File: src/hdl/bmp24sw_pkg.sv
// ---------------------------------------------------------------------------
// bmp24 stream writer package
// widths, register indexes, byte sequence positions and the item record
// ---------------------------------------------------------------------------
package bmp24sw_pkg;

   // frame dimension width
   localparam int DIM_BITS = 12;
   localparam int ROW_BITS = DIM_BITS + 2;
   localparam int IMG_BITS = ROW_BITS + DIM_BITS;

   localparam int PIX_BITS  = 16;
   localparam int BYTE_BITS = 8;

   // configuration register indexes
   localparam logic REG_WIDTH  = 1'b0;
   localparam logic REG_HEIGHT = 1'b1;

   localparam logic [DIM_BITS-1:0] WIDTH_RESET  = DIM_BITS'(800);
   localparam logic [DIM_BITS-1:0] HEIGHT_RESET = DIM_BITS'(480);

   // header constants
   localparam int HDR_LEN  = 54;
   localparam int INFO_LEN = 40;
   localparam int BPP      = 24;

   // position of each byte in the sequence caused by one pixel
   localparam int IDX_BITS = 6;
   localparam logic [IDX_BITS-1:0] IDX_HDR_FIRST = IDX_BITS'(0);
   localparam logic [IDX_BITS-1:0] IDX_BLUE      = IDX_BITS'(HDR_LEN);
   localparam logic [IDX_BITS-1:0] IDX_GREEN     = IDX_BITS'(HDR_LEN + 1);
   localparam logic [IDX_BITS-1:0] IDX_RED       = IDX_BITS'(HDR_LEN + 2);

   // pixel being serialized
   typedef struct packed {
      logic [PIX_BITS-1:0] pixel_word;
      logic [IDX_BITS-1:0] last_idx;
      logic                end_of_frame;
   } item_type;

endpackage

File: src/hdl/bmp24_stream_writer_core.sv
// path: a request passes through the item register and then the result register to rsp
// output: 3 bytes per pixel, 57 for the first pixel of a frame, plus
//   (image_width & 3) pad bytes on the last pixel of each row; the single
//   byte-wide result register holds one byte at a time
// reset: synchronous, clears counters, header flag, valid flags, byte index and configuration registers
// ---------------------------------------------------------------------------
// bmp24 stream writer core
// turns 16-bit panel pixel words into the byte stream of a top-down 24-bit bmp
// ---------------------------------------------------------------------------
module bmp24_stream_writer_core (
   input  logic                                clock,
   input  logic                                reset,
   // request: tdata = pixel_word[15:0]
   input  logic                                req_tvalid,
   output logic                                req_tready,
   input  logic [15:0]                         req_tdata,
   // result: tdata = byte_value[7:0]; tlast = last_of_run; tuser = end_of_frame
   output logic                                rsp_tvalid,
   input  logic                                rsp_tready,
   output logic [7:0]                          rsp_tdata,
   output logic                                rsp_tlast,
   output logic                                rsp_tuser,
   // configuration write port
   input  logic                                csr_we,
   input  logic                                csr_index,
   input  logic [bmp24sw_pkg::DIM_BITS-1:0]    csr_wdata
);

   localparam int DB = bmp24sw_pkg::DIM_BITS;
   localparam int IB = bmp24sw_pkg::IDX_BITS;
   localparam int HDR_BITS_W = bmp24sw_pkg::HDR_LEN * 8;

   logic [DB-1:0]                     width_ff, height_ff;
   logic [bmp24sw_pkg::IMG_BITS-1:0]  img_ff, img_in;
   logic [bmp24sw_pkg::ROW_BITS-1:0]  row_bytes;
   logic [DB-1:0]                     col_ff, col_in, row_ff, row_in;
   logic                              hdr_sent_ff, hdr_sent_in;
   logic                              item_valid_ff, item_valid_in;
   bmp24sw_pkg::item_type             item_ff, item_in;
   logic [IB-1:0]                     idx_ff, idx_in;
   logic                              rsp_valid_ff, rsp_valid_in;
   logic [7:0]                        rsp_data_ff, rsp_data_in;
   logic                              rsp_last_ff, rsp_last_in;
   logic                              rsp_eof_ff, rsp_eof_in;

   logic                              req_take, out_load, item_done;
   logic                              row_end, frame_end;
   logic [1:0]                        pad;
   logic [4:0]                        r5, b5;
   logic [5:0]                        g6;
   logic [31:0]                       file32, img32, width32, negh32;
   logic [HDR_BITS_W-1:0]             hdr_vec;
   logic [7:0]                        hdr_byte, pix_byte, cur_byte;

   // configuration registers
   always_ff @(posedge clock) begin
      if (reset) begin
         width_ff  <= bmp24sw_pkg::WIDTH_RESET;
         height_ff <= bmp24sw_pkg::HEIGHT_RESET;
      end else if (csr_we) begin
         case (csr_index)
            bmp24sw_pkg::REG_WIDTH:  width_ff  <= csr_wdata;
            bmp24sw_pkg::REG_HEIGHT: height_ff <= csr_wdata;
            default: ;
         endcase
      end
   end

   // image size: padded row bytes times rows, registered after the multiply
   always_comb begin
      row_bytes = bmp24sw_pkg::ROW_BITS'(width_ff) * bmp24sw_pkg::ROW_BITS'(3)
                  + bmp24sw_pkg::ROW_BITS'(3);
      row_bytes[1:0] = 2'b00;
      img_in = bmp24sw_pkg::IMG_BITS'(row_bytes) * bmp24sw_pkg::IMG_BITS'(height_ff);
   end

   always_ff @(posedge clock) begin
      img_ff <= img_in;
   end

   // handshake control
   assign out_load   = item_valid_ff && (!rsp_valid_ff || rsp_tready);
   assign item_done  = out_load && (idx_ff == item_ff.last_idx);
   assign req_tready = !item_valid_ff || item_done;
   assign req_take   = req_tvalid && req_tready;

   // row and frame position of the incoming pixel
   always_comb begin
      row_end   = ({1'b0, col_ff} + (DB+1)'(1)) >= {1'b0, width_ff};
      frame_end = row_end && (({1'b0, row_ff} + (DB+1)'(1)) >= {1'b0, height_ff});
      pad       = row_end ? width_ff[1:0] : 2'b00;

      col_in      = col_ff;
      row_in      = row_ff;
      hdr_sent_in = hdr_sent_ff;
      item_in     = item_ff;
      idx_in      = idx_ff;
      item_valid_in = item_valid_ff;

      if (out_load) begin
         idx_in = idx_ff + IB'(1);
      end
      if (item_done) begin
         item_valid_in = 1'b0;
      end

      if (req_take) begin
         item_valid_in        = 1'b1;
         item_in.pixel_word   = req_tdata;
         item_in.last_idx     = bmp24sw_pkg::IDX_RED + IB'(pad);
         item_in.end_of_frame = frame_end;
         idx_in = hdr_sent_ff ? bmp24sw_pkg::IDX_BLUE : bmp24sw_pkg::IDX_HDR_FIRST;
         hdr_sent_in = !frame_end;
         if (row_end) begin
            col_in = '0;
            row_in = frame_end ? '0 : row_ff + DB'(1);
         end else begin
            col_in = col_ff + DB'(1);
         end
      end
   end

   always_ff @(posedge clock) begin
      if (reset) begin
         col_ff        <= '0;
         row_ff        <= '0;
         hdr_sent_ff   <= 1'b0;
         item_valid_ff <= 1'b0;
         idx_ff        <= '0;
      end else begin
         col_ff        <= col_in;
         row_ff        <= row_in;
         hdr_sent_ff   <= hdr_sent_in;
         item_valid_ff <= item_valid_in;
         idx_ff        <= idx_in;
      end
   end

   always_ff @(posedge clock) begin
      item_ff <= item_in;
   end

   // header image, lowest byte first
   always_comb begin
      img32   = 32'(img_ff);
      file32  = img32 + 32'(bmp24sw_pkg::HDR_LEN);
      width32 = 32'(width_ff);
      negh32  = 32'(0) - 32'(height_ff);
      hdr_vec = {128'h0, img32, 32'h0, 16'(bmp24sw_pkg::BPP), 16'd1, negh32, width32,
                 32'(bmp24sw_pkg::INFO_LEN), 32'(bmp24sw_pkg::HDR_LEN), 32'h0, file32,
                 8'h4D, 8'h42};
      hdr_byte = hdr_vec[{idx_ff, 3'b000} +: 8];
   end

   // unswizzle panel lanes and widen to 8 bits per channel
   always_comb begin
      r5 = item_ff.pixel_word[7:3];
      g6 = {item_ff.pixel_word[2:0], item_ff.pixel_word[15:13]};
      b5 = item_ff.pixel_word[12:8];
      case (idx_ff)
         bmp24sw_pkg::IDX_BLUE:  pix_byte = {b5, b5[4:2]};
         bmp24sw_pkg::IDX_GREEN: pix_byte = {g6, g6[5:4]};
         bmp24sw_pkg::IDX_RED:   pix_byte = {r5, r5[4:2]};
         default:                pix_byte = 8'h00;
      endcase
      cur_byte = (idx_ff < bmp24sw_pkg::IDX_BLUE) ? hdr_byte : pix_byte;
   end

   // result register
   always_comb begin
      rsp_valid_in = rsp_valid_ff;
      rsp_data_in  = rsp_data_ff;
      rsp_last_in  = rsp_last_ff;
      rsp_eof_in   = rsp_eof_ff;
      if (rsp_valid_ff && rsp_tready) begin
         rsp_valid_in = 1'b0;
      end
      if (out_load) begin
         rsp_valid_in = 1'b1;
         rsp_data_in  = cur_byte;
         rsp_last_in  = item_done;
         rsp_eof_in   = item_done && item_ff.end_of_frame;
      end
   end

   always_ff @(posedge clock) begin
      if (reset) begin
         rsp_valid_ff <= 1'b0;
      end else begin
         rsp_valid_ff <= rsp_valid_in;
      end
   end

   always_ff @(posedge clock) begin
      rsp_data_ff <= rsp_data_in;
      rsp_last_ff <= rsp_last_in;
      rsp_eof_ff  <= rsp_eof_in;
   end

   assign rsp_tvalid = rsp_valid_ff;
   assign rsp_tdata  = rsp_data_ff;
   assign rsp_tlast  = rsp_last_ff;
   assign rsp_tuser  = rsp_eof_ff;

endmodule

File: config.mk
export PLATFORM = sky130hd
export DESIGN_NAME = bmp24_stream_writer_core
export DESIGN_NICKNAME = d
export VERILOG_FILES = /design/src/hdl/bmp24sw_pkg.sv /design/src/hdl/bmp24_stream_writer_core.sv
export SDC_FILE = /design/constraint.sdc
export NUM_CORES = 1
export LEC_CHECK = 0
export BUFFER_PORTS_ARGS = -buffer_cell sky130_fd_sc_hd__buf_2
export CORE_ASPECT_RATIO = 2
export CORE_MARGIN = 1
export CORE_UTILIZATION = 50
export DETAILED_ROUTE_END_ITERATION = 8
export HOLD_SLACK_MARGIN = 0.15
export PLACE_DENSITY = 0.69
export SLEW_MARGIN = 20
export SYNTH_ARGS = -nofsm -noshare
export SYNTH_HDL_FRONTEND = slang
export SYNTH_SLANG_ARGS = --single-unit
export TNS_END_PERCENT = 10
File: constraint.sdc
create_clock -name clock -period 6.7 [get_ports clock]
set_input_delay 0.335 -clock clock [delete_from_list [all_inputs] [get_ports clock]]
set_output_delay 0.335 -clock clock [all_outputs]
set_load 0.01 [all_outputs]
==> results of run 1 <==
-- worst max-delay path, cell delays in order (launching register included) --
cell,delay [ns]
dfxtp_2,0.42
ha_4,0.23
ha_4,0.26
a21oi_4,0.19
o21ai_2,0.09
a41oi_2,0.20
nand2b_1,0.16
xor2_2,0.22
buf_4,0.15
clkdlybuf4s15_2,0.23
and2_1,0.18
fa_1,0.50
fa_1,0.54
fa_1,0.52
fa_1,0.55
ha_1,0.33
ha_1,0.32
a21o_1,0.16
a21o_1,0.17
a21o_1,0.19
a21o_1,0.22
a2111oi_2,0.36
a21oi_1,0.13
xnor2_1,0.13
-- through the flow --
stage                     util, %  power, W  instance area, sq um  cells
after CTS                    56.3   0.00437                 12800   1702
after global routing         57.5   0.00488                 13100   1705
after detailed placement     54.0   0.00377                 12300   1668
after floorplan                 -   0.00279                 11600   1362
final                        57.5   0.00450                 13100   1705
after global placement       54.0   0.00371                 12300   1668
-- repair_timing --
action / CTS / global route
resized for setup: 9 / 49
hold buffers: 16 / 0
endpoints found under the setup margin: 6 / 9
pin swaps: 5 / 22
hold endpoints to repair: 16 / 0
gates cloned: 0 / 1
buffers inserted: 2 / 2
-- state kept, by name (all words and copies together) (netlist names), 8 cells and up --
register,flops
item_ff,8
rsp_tdata,8
img_ff,24
height_ff,12
col_ff,12
row_ff,12
width_ff,12
-- power groups by stage --
stage	Combinational [W]	Clock (W)	Sequential (W)
after floorplan	0.00192	0	0.000873
after global placement	0.00278	0	0.000929
after CTS	0.00289	0.000562	0.000915
final	0.00302	0.000559	0.000922
after detailed placement	0.00284	0	0.000930
after global routing	0.00336	0.000588	0.000929
-- cells by family (layout without fill, tap and decap cells) --
family          after synthesis  in the layout
mux                           9              9
simple gates                470            470
buf+inv                     217            280
flops                       110            110
xor+xnor                     81             81
compound gates              261            261
fa+ha+maj                   214            214
-- cell usage after synthesis, drive strengths merged (7+ instances only) --
master  number
nand2b      15
dfxtp       81
a31oi       14
ha         114
clkbuf      53
fa         100
nand3       36
a22oi       13
xor2        26
a21oi       80
a22o         9
xnor2       55
nand2      176
a21o        12
and3        11
nand4       10
nor2b       19
and2        65
nor3        24
a32o         7
mux2i        8
o211ai      10
nor4         9
inv        150
edfxtp      29
buf         11
o21ai       47
nor2        78
-- worst max-delay path by stage --
stage                     depth (start not counted)         end
final                                            23  img_ff[25]
after floorplan                                  26  img_ff[23]
after CTS                                        23  img_ff[22]
after global routing                             24  img_ff[25]
after global placement                           24  img_ff[23]
after detailed placement                         23  img_ff[23]
-- final cells by class --
cell class / instances / share of cell area (%)
inverters: 153 / 4.39
well taps: 280 / 2.68
multi-input cells: 1035 / 65.6
clock buffers: 10 / 1.91
repair buffers: 111 / 5.91
flip-flops and latches: 110 / 19.1
clock inverters: 6 / 0.383
-- metal layers --
| layer | share of wire (%) | vias up | global-route usage (%) |
|---|---|---|---|
| li1 | - | 4732 | - |
| met1 | 34 | 4969 | 29.3 |
| met2 | 55 | 288 | 55.6 |
| met3 | 2.9 | 147 | 3.38 |
| met4 | 7.9 | 0 | 21.7 |
| met5 | 0 | - | 0 |
==> results.json, run 1 <==
{
  "regArea_sq_um": 2500,
  "syn_nets": 1610,
  "die-area_sq_um": 23900,
  "antenna_found_initial": 0,
  "grt_pass1_vias": 10500,
  "fmax_mhz": 153,
  "clock_power_share_pct": 12.4,
  "grt_pass1_wl_microns": 53400,
  "synth_top_family_by_area": "adder cells",
  "grtUsageTotal_pct": 29.8,
  "clkLatencyLatePin_ns": 0.38,
  "switchingPower_w": 0.00208,
  "postLayoutSetupSlackWorst_ns": 0.164,
  "critPathLaunch": "width_ff[3]",
  "cts_buffers": 9,
  "cap_violations": 0,
  "place.gp.congestion": 0.956,
  "pre_cts_ws_ns": -0.143,
  "drt-wirelength-per-cell_microns": 19.9,
  "period_needed_ns": 6.54,
  "synth.top_cell.area_share_pct": 17.2,
  "portBuffers": 45,
  "holdPathEnd": "width_ff[10]",
  "worstSetupStartpointType": "flop",
  "synth_edf_count": 29,
  "pwr-share-seq_pct": 20.5,
  "dpl.hpwl_microns": 26600,
  "slew_violations": 0,
  "drt-total-wl_microns": 33900,
  "drc": 0,
  "power-per-cell-area_nw_per_um2": 344,
  "fin_crit_sh_pct": 97.6,
  "status": "complete, no violations",
  "p_int_w": 0.00241,
  "synth_area_sq_um": 11600,
  "seq_area_frac_synth_pct": 21.5,
  "antennaDiodeCount": 0,
  "ff2ff_setup_slack_ns": 0.16,
  "synthTopCellsByArea": "fa_1 17%, dfxtp_1 14%, ha_1 12%",
  "p_sw_share_pct": 46.3,
  "cts_tree": "yes",
  "hold_path_startpoint": "csr_wdata[10]",
  "async_flop_share_pct": 0,
  "grt_max_degree": 42,
  "relSlewSlack_pct": 30.4,
  "netlist_instances": 1362,
  "setup_viol": 0,
  "synth_xor_area_share_pct": 6.11,
  "skew_ns": 0.0148,
  "whs_ns": 0.193,
  "drt_pass1_iterations": 5,
  "syn_avg_cell_area_sq_um": 8.53,
  "worstPathRequired_ns": 6.98,
  "ff2ff_path_depth": 23,
  "dr_total_vias": 10100,
  "ys_types": 73,
  "clk_path_buf_depth": 2,
  "multi_input_area_sq_um": 8580,
  "initial_core_util_pct": 51.1,
  "antenna_left": 0,
  "combPwrFrac_pct": 67.1,
  "dieHeight_microns": 218,
  "reg2reg_to": "img_ff[25]",
  "clkTransAtPathRegs_ns": 0.08,
  "peakVddDrop_mv": 0.336,
  "h-tree-depth": 3,
  "coreArea_sq_um": 22700,
  "pin_count": 46,
  "area_delta_synth_final_pct": 12.6,
  "timing.rr.start": "width_ff[3]",
  "synth_ff_type": "dfxtp_1",
  "viasPerCell": 5.94,
  "synth_top_cell_by_area": "fa_1",
  "tns_ns": 0,
  "critPathCaptureType": "flop",
  "clkSinkCount": 110,
  "die_x_microns": 110,
  "synth-simple-area-share_pct": 20.0,
  "cp_max_fo": 4,
  "fp-row-count": 78,
  "hold_depth": 3,
  "detail_route.iter0.violations": 619,
  "finalNetCount": 1668,
  "synth.mux.area_fraction_pct": 0.787,
  "layout_commonest_cell": "nand2_1",
  "grt_remaining_overflow": 0,
  "crit_type": "flop to flop",
  "synth-adder-area-share_pct": 29.5,
  "yosysWarnings": 0,
  "hold_viol_final": 0,
  "final_cell_mix": "174 x nand2_1, 149 x inv_1, 102 x ha_1",
  "cp.arrival_ns": 6.81,
  "synth_seq_cells": 110,
  "cts_root_buf": "clkbuf_16",
  "drive_gt1_share_pct": 12.2,
  "fillers": 2084,
  "power_leakage_nw": 5.89,
  "worst_pin_slew_ns": 1.04,
  "synth_compound_area_share_pct": 15.0,
  "hold_path_class": "input port to flop"
}
Note: power is estimated with default switching activity, not from simulation.
==> inputs of run 2 (changes only) <==
==> constraint.sdc (replaced) <==
create_clock -name clock -period 5.2 [get_ports clock]
set_input_delay 0.26 -clock clock [delete_from_list [all_inputs] [get_ports clock]]
set_output_delay 0.26 -clock clock [all_outputs]
set_load 0.01 [all_outputs]
==> run 2 against run 1 <==
Against the previous run:
- the flow now finishes with violations (negative setup slack)
- global-route usage rose by 0.95 points
- worst setup slack got worse by 1.1 ns
- critical path depth rose by 1
- routed wire length rose by 1.8%
- final cell count rose by 5.9%
- register-to-register slack got worse by 1.1 ns
- clock power rose by 18%
- sequential power rose by 28%
- via count rose by 3.3%
- highest routed layer unchanged
==> results.json, run 2 (synthesis gave the netlist of run 1 again) <==
{
  "status": "finished, violations left",
  "violations": "negative setup slack",
  "critPathCaptureType": "flop",
  "cp_max_fo": 6,
  "worstPathRequired_ns": 5.46,
  "pre_cts_ws_ns": -1.06,
  "detail_route.iter0.violations": 648,
  "slew_violations": 0,
  "antenna_left": 0,
  "skew_ns": 0.0114,
  "die-area_sq_um": 23900,
  "tns_ns": -9.86,
  "met3_wirelength_microns": 1140,
  "h-tree-depth": 3,
  "clkSinkCount": 110,
  "max_stage_delay_ns": 0.59,
  "largest_reg_flops": 24,
  "period_needed_ns": 6.17,
  "grt_pass1_vias": 11100,
  "viasPerCell": 5.80,
  "dpl.hpwl_microns": 28000,
  "place.gp.congestion": 0.906,
  "die_x_microns": 110,
  "whs_ns": 0.164,
  "hold_path_class": "input port to flop",
  "setup_viol": 15,
  "clkLatencyLatePin_ns": 0.38,
  "grt_max_degree": 42,
  "wl_met2_microns": 19100,
  "power_leakage_nw": 6.37,
  "postLayoutSetupSlackWorst_ns": -0.967,
  "cts_root_buf": "clkbuf_16",
  "grtUsageTotal_pct": 30.8,
  "clk_path_buf_depth": 2,
  "worstSetupStartpointType": "flop",
  "critPathSlowestCell": "fa_1",
  "hold_path_startpoint": "csr_wdata[4]",
  "grt_pass1_wl_microns": 55500,
  "antennaDiodeCount": 0,
  "hold_depth": 3,
  "drive_gt1_share_pct": 17.7,
  "drt-wirelength-per-cell_microns": 19.1,
  "final_cell_mix": "172 x nand2_1, 149 x inv_1, 139 x buf_4",
  "hold_viol_final": 0,
  "layout_commonest_cell": "nand2_1",
  "placed_area_sq_um": 13100,
  "area_delta_synth_final_pct": 19.7,
  "timing.rr.start": "width_ff[4]",
  "cts_buffers": 9,
  "ff2ff_path_depth": 24,
  "rsz0062_at_grt": "true",
  "peakVddDrop_mv": 0.503,
  "antenna_found_initial": 0,
  "relSlewSlack_pct": 29.8,
  "grt_remaining_overflow": 0,
  "ff2ff_setup_slack_ns": -0.97,
  "fmax_mhz": 162,
  "wl_met1_microns": 11300,
  "power-per-cell-area_nw_per_um2": 468,
  "holdPathEnd": "width_ff[4]",
  "drc": 0,
  "cp.arrival_ns": 6.43,
  "cts_tree": "yes",
  "fin_crit_sh_pct": 119,
  "regMostFlops": "img_ff",
  "cap_violations": 0,
  "reg2reg_to": "img_ff[25]",
  "finalNetCount": 1768,
  "portBuffers": 45,
  "initial_core_util_pct": 51.1,
  "drt-total-wl_microns": 34500,
  "coreArea_sq_um": 22700,
  "top_layer": "met4",
  "final_cell_area_sq_um": 13900,
  "worst_pin_slew_ns": 1.04,
  "worstPathCellList": "ha_4 > ha_4 > a21oi_4 > o21ai_2 > a21oi_2 > a211o_1 > nand3b_1 > xor2_1 > buf_4 > buf_4 > and2_1 > fa_1 > fa_1 > fa_1 > fa_1 > ha_1 > ha_1 > a21o_1 > a21o_1 > a21o_1 > a21o_1 > a2111oi_2 > a21oi_1 > xnor2_1",
  "fp-row-count": 78,
  "crit_type": "flop to flop",
  "dr_total_vias": 10500,
  "drt_pass1_iterations": 5,
  "dieHeight_microns": 218,
  "pin_count": 46,
  "clkTransAtPathRegs_ns": 0.08
}
run 2: how the worst max path moves through the flow:
stage,start,endpoint,slack (ns),cells past startpoint
global placement,width_ff[1],img_ff[22],-0.99,23
CTS,width_ff[4],img_ff[23],-0.98,26
global route,width_ff[4],img_ff[22],-1.25,26
floorplan,width_ff[1],img_ff[23],-0.82,25
finish,width_ff[4],img_ff[25],-0.97,24
detailed placement,width_ff[4],img_ff[22],-1.06,25
run 2: final cells by class:
cell class	instances	area, sq um
clock buffer	10	229
clock inverter	6	37.5
fill	1985	8840
inverter	153	574
multi-input combinational	1035	8650
sequential	110	2510
tap	280	350
timing repair buffer	211	1540
run 2: per-stage QoR:
step,util [%],cells,total power (W)
floorplan,-,1362,0.00401
global placement,57.8,1752,0.00551
detailed placement,57.8,1752,0.00559
CTS,61.0,1805,0.00649
global route,61.1,1805,0.00703
finish,61.1,1805,0.00650
run 2: critical path: cells and delay by family (launching register included):
kind / cells / cell delay [ns]
adders and majority gates: 8 / 3.03
buffers and inverters: 2 / 0.29
xor gates and xnor gates: 2 / 0.29
DFF: 1 / 0.37
AOI/OAI and AO/OA: 10 / 1.80
and+or+nand+nor: 2 / 0.26
run 2: repair_timing:
| item | 4_1_cts | 5_1_grt |
|---|---|---|
| setup buffers | 10 | 0 |
| endpoints found under the setup margin | 16 | 16 |
| endpoints found under the hold margin | 28 | 0 |
| resized for setup | 24 | 7 |
| pin swaps | 31 | 5 |
| hold buffers | 27 | 0 |
run 2: where the power goes:
group | internal [W] | switching (W)
Clock | 0.000325 | 0.000334
Sequential | 0.00102 | 0.000161
Combinational | 0.00230 | 0.00236
run 2: per-layer routing:
layer	vias up	GRT usage, %
met4	0	23.9
li1	4926	-
met5	-	0
met3	146	3.59
met1	5077	29.0
met2	325	57.9
==> inputs of run 3 (changes only) <==
==> constraint.sdc (replaced) <==
create_clock -name clock -period 5.4 [get_ports clock]
set_input_delay 0.27 -clock clock [delete_from_list [all_inputs] [get_ports clock]]
set_output_delay 0.27 -clock clock [all_outputs]
set_load 0.01 [all_outputs]
==> run 3 against run 2 <==
Against the previous run:
- the run still ends with negative setup slack left
- hold slack got worse by 0.010 ns
- flip-flop and latch count unchanged
- global-route usage decreased by 0.33 points
- clock power increased by 11%
- largest cell class unchanged
- highest routed layer unchanged
- register-to-register slack improved by 0.19 ns
- design area about the same
- combinational power decreased by 6.7%
- clock-buffer cell count increased by 1
- critical endpoint is now img_ff[23]
==> results.json, run 3 (synthesis gave the netlist of run 1 again) <==
{
  "worstSetupStartpointType": "flop",
  "skew_ns": 0.00973,
  "finalNetCount": 1758,
  "reg2reg_to": "img_ff[23]",
  "power-per-cell-area_nw_per_um2": 448,
  "period_needed_ns": 6.18,
  "die_x_microns": 110,
  "holdPathEnd": "width_ff[6]",
  "drt_pass1_iterations": 5,
  "cts_tree": "yes",
  "ff2ff_path_depth": 26,
  "p_total_w": 0.00622,
  "hold_viol_final": 0,
  "grt_pass1_vias": 10900,
  "timing.rr.start": "width_ff[4]",
  "portBuffers": 45,
  "peakVddDrop_mv": 0.661,
  "worst_pin_slew_ns": 0.994,
  "cp_max_fo": 7,
  "dpl.hpwl_microns": 27600,
  "die-area_sq_um": 23900,
  "fin_crit_sh_pct": 114,
  "drt-total-wl_microns": 34700,
  "place.gp.congestion": 0.932,
  "path_depth": 26,
  "pin_count": 46,
  "setup_viol": 14,
  "slew_violations": 0,
  "grtUsageTotal_pct": 30.4,
  "max_stage_delay_ns": 0.53,
  "critical_path_buf_inv_count": 4,
  "worstPathRequired_ns": 5.67,
  "critPathSlowestCell": "fa_1",
  "relSlewSlack_pct": 33.6,
  "grt_remaining_overflow": 0,
  "fmax_mhz": 162,
  "antenna_found_initial": 0,
  "grtUsageMet2_pct": 55.9,
  "tns_ns": -7.56,
  "violations": "negative setup slack",
  "dr_total_vias": 10500,
  "clkTransAtPathRegs_ns": 0.08,
  "coreArea_sq_um": 22700,
  "final_cell_mix": "172 x nand2_1, 149 x inv_1, 133 x buf_4",
  "grt_pass1_wl_microns": 54600,
  "hold_path_class": "input port to flop",
  "grt_max_degree": 42,
  "use_met1_pct": 29.4,
  "initial_core_util_pct": 51.1,
  "top_usage_layer": "met2",
  "ff2ff_setup_slack_ns": -0.78,
  "final_cell_area_sq_um": 13900,
  "layout_commonest_cell": "nand2_1",
  "rsz0062_at_grt": "true",
  "postLayoutSetupSlackWorst_ns": -0.780,
  "drc": 0,
  "cts_root_buf": "clkbuf_16",
  "drive_gt1_share_pct": 17.4,
  "power_leakage_nw": 6.35,
  "viasPerCell": 5.83,
  "cp_top_family": "adder cells",
  "crit_type": "flop to flop",
  "detail_route.iter0.violations": 667,
  "cts_buffers": 9,
  "placed_area_sq_um": 13100,
  "clkLatencyLatePin_ns": 0.38,
  "critPathCaptureType": "flop",
  "h-tree-depth": 3,
  "status": "finished, violations left",
  "dieHeight_microns": 218,
  "cp.arrival_ns": 6.45,
  "hold_depth": 3,
  "whs_ns": 0.153,
  "gr-usage-met3_pct": 3.68,
  "drt-wirelength-per-cell_microns": 19.3,
  "cap_violations": 0,
  "largest_reg_flops": 24,
  "antennaDiodeCount": 0,
  "hold_path_startpoint": "csr_wdata[6]",
  "path_common_cell": "fa_1",
  "fin_util_pct": 61.1,
  "clk_path_buf_depth": 2,
  "area_delta_synth_final_pct": 19.6,
  "regMostFlops": "img_ff",
  "antenna_left": 0,
  "fp-row-count": 78,
  "clkSinkCount": 110
}
## run 3: cell types whose count changed in the layout (fill, tap and decap cells not counted), sizes merged
| cell | delta |
|---|---|
| clkbuf | +1 |
| buf | -6 |
| bufinv | +1 |
| clkinvlp | +1 |
| clkinv | -1 |
| inv | -2 |
| dlygate4sd3 | -4 |
## run 3: timing repair
action	in CTS	in global routing
buffers inserted	7	3
setup endpoints to repair	14	16
pin swaps	27	10
hold buffers	23	0
endpoints found under the hold margin	24	0
gates resized for setup	21	9
## run 3: tightest hold or removal path: cells and delay by family
family / cells / cell delay [ns]
and+or+nand+nor: 1 / 0.06
buffers and inverters: 1 / 0.10
AOI/OAI and AO/OA: 1 / 0.06
## run 3: area by class of cell
class                           instances  area, sq um
Fill cell                            2027         8850
Multi-Input combinational cell       1035         8680
Sequential cell                       110         2510
Timing Repair Buffer                  201         1450
Inverter                              153          574
Tap cell                              280          350
Clock buffer                           11          253
Clock inverter                          5         66.3
## run 3: stage by stage
| step | instances | worst slack, ns |
|---|---|---|
| 2_1_floorplan | 1362 | -0.621 |
| 3_3_place_gp | 1746 | -0.799 |
| 3_5_place_dp | 1746 | -0.895 |
| 4_1_cts | 1792 | -0.771 |
| 5_1_grt | 1795 | -1.03 |
| 6_report | 1795 | -0.780 |
## run 3: worst max-delay path by stage
stage / startpoint / end / slack, ns
after global placement: width_ff[1] / img_ff[22] / -0.80
final: width_ff[4] / img_ff[23] / -0.78
after global routing: width_ff[4] / img_ff[23] / -1.03
after CTS: width_ff[4] / img_ff[23] / -0.77
after floorplan: width_ff[1] / img_ff[23] / -0.62
after detailed placement: width_ff[3] / img_ff[22] / -0.90
## run 3: power by group
| group | switching, W | internal [W] | leakage, nW |
|---|---|---|---|
| Combinational | 0.00223 | 0.00212 | 5.25 |
| Clock | 0.000340 | 0.000391 | 0.154 |
| Sequential | 0.000158 | 0.000981 | 0.947 |
## run 3: layer usage
| metal | wire length [microns] | share of wire (%) |
|---|---|---|
| met1 | 11600 | 33 |
| met3 | 1210 | 3.5 |
| met5 | 0 | 0 |
| met2 | 18900 | 55 |
| met4 | 2970 | 8.6 |
